File: src/design/spcp_pkg.sv
package spcp_pkg;

   localparam int WinDepth = 9;
   localparam int DigitCount = 8;

   localparam logic [7:0] CHAR_BANG = 8'h21;
   localparam logic [7:0] CHAR_EQUALS = 8'h3D;
   localparam logic [7:0] CHAR_MINUS = 8'h2D;
   localparam logic signed [8:0] DIGIT_BIAS = 9'sd48;

   localparam logic [3:0] SLOT_NONE = 4'd12;
   localparam int SlotCount = 12;

   typedef logic [7:0] byte_type;
   typedef logic [3:0] slot_type;
   typedef logic signed [28:0] value_type;

   typedef struct packed {
      slot_type slot;
      value_type value;
      logic ok;
   } result_type;

   // Key pairs in slot order: right loop, left loop, angle loop.
   localparam logic [15:0] SLOT_KEYS [SlotCount] = '{
      {8'h4B, 8'h31}, {8'h4B, 8'h32}, {8'h4B, 8'h33}, {8'h52, 8'h74},
      {8'h50, 8'h32}, {8'h49, 8'h32}, {8'h44, 8'h32}, {8'h4C, 8'h74},
      {8'h50, 8'h31}, {8'h49, 8'h31}, {8'h44, 8'h31}, {8'h4F, 8'h74}
   };

   function automatic slot_type lookup_slot(input byte_type key_a, input byte_type key_b);
      slot_type slot;
      slot = SLOT_NONE;
      // Scan from the top so the lowest matching slot wins.
      for (int s = SlotCount - 1; s >= 0; s--) begin
         if (SLOT_KEYS[s] == {key_a, key_b}) begin
            slot = 4'(s);
         end
      end
      return slot;
   endfunction

   function automatic int pow10(input int e);
      int p;
      p = 1;
      for (int i = 0; i < e; i++) begin
         p = p * 10;
      end
      return p;
   endfunction

endpackage

File: src/design/spcp_decode.sv
module spcp_decode (
   input spcp_pkg::byte_type window [spcp_pkg::WinDepth],
   input logic [7:0] count,
   input spcp_pkg::byte_type key_a,
   input spcp_pkg::byte_type key_b,
   output spcp_pkg::result_type result
);
   import spcp_pkg::*;

   logic neg;
   logic [7:0] n;
   logic ok;
   logic [2:0] sel;
   logic signed [8:0] dig [DigitCount];
   value_type sums [5];
   value_type magnitude;

   always_comb begin
      neg = (count != 8'd0) && (window[0] == CHAR_MINUS);
      n = count - {7'd0, neg};
      ok = (n >= 8'd4) && (n <= 8'd8);
      sel = 3'(n - 8'd4);
      for (int k = 0; k < DigitCount; k++) begin
         dig[k] = $signed({1'b0, (neg ? window[k + 1] : window[k])}) - DIGIT_BIAS;
      end
   end

   // One constant-weight sum per field length; the point character is skipped.
   always_comb begin
      value_type acc;
      int e;
      for (int nn = 4; nn <= 8; nn++) begin
         acc = '0;
         for (int k = 0; k < DigitCount; k++) begin
            e = nn - 1 - k - ((k < nn - 3) ? 1 : 0);
            if (k < nn && k != nn - 3) begin
               acc = acc + value_type'(dig[k]) * value_type'(pow10(e));
            end
         end
         sums[nn - 4] = acc;
      end
   end

   always_comb begin
      magnitude = '0;
      if (ok) begin
         case (sel)
            3'd0: magnitude = sums[0];
            3'd1: magnitude = sums[1];
            3'd2: magnitude = sums[2];
            3'd3: magnitude = sums[3];
            3'd4: magnitude = sums[4];
            default: magnitude = '0;
         endcase
      end
      result.slot = lookup_slot(key_a, key_b);
      result.value = neg ? -magnitude : magnitude;
      result.ok = ok;
   end

endmodule

File: src/design/serial_param_command_parser.sv
// Serial parameter command parser.
// The request channel (req_) carries one received serial byte per transfer.
// Bytes are framed into commands such as K1=12.34! ending at '!'. The first
// two bytes form the key, the bytes after the last '=' form the number field.
// The response channel (rsp_) carries one result per '!' byte that is not
// dropped at the frame limit: the parameter slot (12 for an unknown key), the
// value in signed hundredths and a flag that is set when the number field held
// 4 to 8 characters after an optional '-'. Other bytes give no response. A
// frame that reaches FRAME_LIMIT bytes is dropped together with the byte that
// arrives next. A result is in the output register the cycle after its '!' is
// accepted. One byte is taken every cycle unless the receiver stalls; the
// decode is a single pass of constant-weight sums between the frame registers
// and the output register. When the receiver stalls, the output register holds
// its result and req_tready drops until it is taken. Reset clears the frame and
// empties the output register.
module serial_param_command_parser #(
   parameter int unsigned FRAME_LIMIT = 128
) (
   input logic clock,
   input logic reset,
   input logic req_tvalid,
   output logic req_tready,
   input logic [7:0] req_tdata,   // [7:0] rx_byte
   output logic rsp_tvalid,
   input logic rsp_tready,
   output logic [39:0] rsp_tdata  // [3:0] param_slot, [32:4] value_hundredths, [33] length_ok
);
   import spcp_pkg::*;

   logic [7:0] pos_ff, pos_in;
   byte_type key_a_ff, key_a_in;
   byte_type key_b_ff, key_b_in;
   logic [7:0] count_ff, count_in;
   byte_type window_ff [WinDepth];
   logic rsp_valid_ff, rsp_valid_in;
   logic [39:0] rsp_data_ff, rsp_data_in;

   logic accept;
   logic overflow;
   logic is_bang;
   logic is_equals;
   logic win_we;
   byte_type key_a_now;
   byte_type key_b_now;
   result_type result;

   assign req_tready = !rsp_valid_ff || rsp_tready;
   assign accept = req_tvalid && req_tready;
   assign overflow = pos_ff >= 8'(FRAME_LIMIT);
   assign is_bang = req_tdata == CHAR_BANG;
   assign is_equals = req_tdata == CHAR_EQUALS;
   assign key_a_now = (pos_ff == 8'd0) ? req_tdata : key_a_ff;
   assign key_b_now = (pos_ff == 8'd1) ? req_tdata : key_b_ff;
   assign win_we = accept && !overflow && !is_bang && !is_equals && (count_ff < 8'(WinDepth));

   spcp_decode u_decode (
      .window(window_ff),
      .count(count_ff),
      .key_a(key_a_now),
      .key_b(key_b_now),
      .result(result)
   );

   always_comb begin
      pos_in = pos_ff;
      key_a_in = key_a_ff;
      key_b_in = key_b_ff;
      count_in = count_ff;
      rsp_valid_in = rsp_valid_ff && !rsp_tready;
      rsp_data_in = rsp_data_ff;
      if (accept) begin
         if (overflow || is_bang) begin
            // drop the frame; a '!' also emits its result unless the frame overflowed
            pos_in = '0;
            key_a_in = '0;
            key_b_in = '0;
            count_in = '0;
            if (!overflow) begin
               rsp_valid_in = 1'b1;
               rsp_data_in = {6'd0, result.ok, result.value, result.slot};
            end
         end else begin
            pos_in = pos_ff + 8'd1;
            key_a_in = key_a_now;
            key_b_in = key_b_now;
            if (is_equals) begin
               count_in = '0;
            end else if (count_ff != 8'd255) begin
               count_in = count_ff + 8'd1;
            end
         end
      end
   end

   always_ff @(posedge clock) begin
      if (reset) begin
         pos_ff <= '0;
         key_a_ff <= '0;
         key_b_ff <= '0;
         count_ff <= '0;
         rsp_valid_ff <= 1'b0;
      end else begin
         pos_ff <= pos_in;
         key_a_ff <= key_a_in;
         key_b_ff <= key_b_in;
         count_ff <= count_in;
         rsp_valid_ff <= rsp_valid_in;
      end
   end

   always_ff @(posedge clock) begin
      rsp_data_ff <= rsp_data_in;
      if (win_we) begin
         window_ff[count_ff[3:0]] <= req_tdata;
      end
   end

   assign rsp_tvalid = rsp_valid_ff;
   assign rsp_tdata = rsp_data_ff;

endmodule

File: config.mk
export PLATFORM = sky130hd
export DESIGN_NAME = serial_param_command_parser
export DESIGN_NICKNAME = d
export VERILOG_FILES = /design/src/design/spcp_pkg.sv /design/src/design/spcp_decode.sv /design/src/design/serial_param_command_parser.sv
export SDC_FILE = /design/constraint.sdc
export NUM_CORES = 2
export LEC_CHECK = 0
export BUFFER_PORTS_ARGS = -buffer_cell sky130_fd_sc_hd__clkbuf_2
export CAP_MARGIN = 20
export CORE_AREA = 2 2 299 301
export DETAILED_ROUTE_END_ITERATION = 8
export DIE_AREA = 0 0 301 303
export PLACE_DENSITY_LB_ADDON = 0.1
export SLEW_MARGIN = 20
export SYNTH_ARGS = -nofsm -noshare
export SYNTH_HDL_FRONTEND = slang
export SYNTH_SLANG_ARGS = --single-unit
File: constraint.sdc
create_clock -name clock -period 13.5 [get_ports clock]
set_clock_uncertainty 0.05 [all_clocks]
set_input_delay 2.7 -clock clock [delete_from_list [all_inputs] [get_ports clock]]
set_output_delay 2.7 -clock clock [all_outputs]
set_load 0.1 [all_outputs]
==> flow_metrics.py <==
metrics = {
    "outcome": {
        "status": "completed",
    },
    "yosys": {
        "synth-seq-cells": 139,
        "async_flop_share": 0,
        "ys_top_cells_by_count": "inv_1, ha_1, fa_1",
        "ys_types": 85,
        "ys_warn_count": 0,
        "ys.flop_type": "edfxtp_1",
        "ys_seq_area_frac": 0.0937,
        "yosysMostFrequentCell": "inv_1",
        "synthTopCellsByArea": "fa_1, ha_1, inv_1",
        "yosys.area.top_type": "fa_1",
        "synth_edf_count": 106,
        "synth.avg_cell_area_um2": 9.29,
        "synth_area_um2": 41000,
        "synthCells": 4416,
        "synth.top_cell.area_share": 0.281,
    },
    "placement": {
        "globalplace.congestion": 0.988,
        "pre_cts_slack_ns": 0.754,
        "dp_hpwl_um": 116000,
        "port-buffer-count": 47,
    },
    "global_routing": {
        "grt.total_usage": 0.296,
        "grt_pass1_wl_um": 199000,
        "grt_max_degree": 49,
        "grt_pass1_vias": 31500,
        "antenna_found_initial": 1,
        "grt_overflow_total": 0,
    },
    "timing": {
        "worst_pin_slew_ns": 1.13,
        "period_share": 0.955,
        "setup_viol": 0,
        "fmax_mhz": 77.6,
        "relSlewSlack": 0.244,
        "finalMaxSlewViolations": 0,
        "grt_setup_unrepaired": "no",
        "min_period_ns": 12.89,
        "hold_violations": 0,
        "setup_ws_ns": 0.613,
        "fin_setup_tns_ns": 0,
    },
    "drt": {
        "ant_nets": 0,
        "via_per_inst": 5.51,
        "drt-total-wl_um": 132000,
        "drt_iter0_markers": 2302,
        "drt-pass1-iter-count": 6,
        "vias": 31400,
        "drc": 0,
        "wire_per_inst_um": 23.1,
    },
    "cts": {
        "cts_sinks": 139,
        "insertion_delay_ns": 0.44,
        "cts_buffers": 17,
        "hold_buffers": 0,
        "cts_setup_buffers": 0,
        "cts_max_level": 4,
        "cts_tree": "built",
        "cts.clk_slew.worst_paths_ns": 0.07,
        "clock_path_buffers": 2,
        "cts_resized": 0,
        "cts-root-buf": "clkbuf_16",
    },
    "worst_setup_path": {
        "crit_path_top_delay_cell": "o41ai_1",
        "cp.arrival_ns": 13.01,
        "required_ns": 13.63,
        "critPathTopFamily": "adder cells",
        "crit_fanout": 39,
        "cp-start-kind": "flip-flop",
        "max_stage_delay_ns": 0.78,
        "endpoint_kind": "flip-flop",
        "crit_buf_inv": 12,
        "critical_path_class": "reg -> reg",
        "crit_top_cell": "inv_1",
    },
    "cells_and_area": {
        "area_delta_synth_final_pct": 6.94,
        "n_antenna_cell": 0,
        "final_nets": 5884,
        "n_fill_cell": 8528,
        "seq_area_um2": 3840,
        "multiInputGateArea_um2": 33700,
        "drive_gt1_frac": 0.0501,
    },
    "hold_path": {
        "hold_class": "reg -> reg",
    },
    "floorplanning": {
        "die-area_um2": 91200,
        "placementRows": 109,
        "core_um2": 88000,
        "dieWidth_um": 301,
        "die-height_um": 303,
        "pin_count": 54,
        "start_util": 0.467,
    },
    "flow_run": {
        "drv_cap": 0,
    },
}
## sequential cells by signal (all words and copies together), names as in the netlist
register and count:
key_a_ff 8, key_b_ff 8, count_ff 8, rsp_tvalid 1, pos_ff 8, window_ff 72, rsp_tdata 34
## stage by stage
stage	std cells	hold WS [ns]	instance area, um^2	util
final	5699	0.433	43900	0.499
after CTS	5698	0.433	43900	0.499
after floorplan	4424	0.399	41100	-
after global placement	5665	0.414	43300	0.492
after global routing	5699	0.460	43900	0.499
after detailed placement	5666	0.425	43300	0.492
## kinds of logic (layout without fill, tap and decap cells)
family,after synthesis,count (layout),synth area share
AOI/OAI and AO/OA,798,798,0.124
xor gates and xnor gates,315,315,0.0677
adders and majority gates,1351,1351,0.517
buffers and inverters,948,1058,0.0876
DFF,139,139,0.0937
muxes,61,61,0.0154
other,1,9,0.0000914
and+or+nand+nor,803,803,0.0941
## cell usage in the layout, fill, tap and decap left out, types with 34 or more instances in the layout
cell / netlist / final
nand2_1: 250 / 250
buf_4: 8 / 89
inv_1: 886 / 886
xor2_1: 107 / 107
fa_1: 576 / 575
clkbuf_2: 0 / 48
mux2i_1: 51 / 51
nor2_1: 201 / 199
xnor2_1: 206 / 205
o21ai_0: 198 / 198
edfxtp_1: 106 / 106
a211oi_1: 40 / 40
nand2b_1: 34 / 34
nor3_1: 58 / 56
a21oi_1: 212 / 210
ha_1: 775 / 775
a21o_1: 65 / 65
nand3_1: 56 / 56
## layout make-up
class,count,area share
timing repair buffer,139,0.0213
tap,1165,0.0332
inverter,887,0.0759
clock buffer,18,0.00978
multi-input combinational,3337,0.769
clock inverter,14,0.00345
sequential,139,0.0876
## tightest hold or removal path, cell delays in order (launching register included)
cell,delay [ns]
dfxtp_1,0.33
nand2_1,0.06
a21oi_1,0.05
## path summary, 6_finish.rpt
kind,startpoint,endpoint,slack (ns),cells past startpoint
max,count_ff[4],rsp_tdata[32],0.61,47
min,pos_ff[1],pos_ff[1],0.43,2
max reg2reg,count_ff[4],rsp_tdata[32],0.61,47
min reg2reg,pos_ff[1],pos_ff[1],0.43,2
## routing by layer
metal / track usage / share of wire / wire length [um]
met5: 0 / 0.000091 / 12
met1: 0.439 / 0.48 / 63100
met2: 0.451 / 0.43 / 56600
met3: 0.0456 / 0.065 / 8500
met4: 0.0708 / 0.027 / 3530
Power is left out: the tool's default activity adds up to more than one toggle a clock period on the data nets, which glitch-free logic cannot reach.
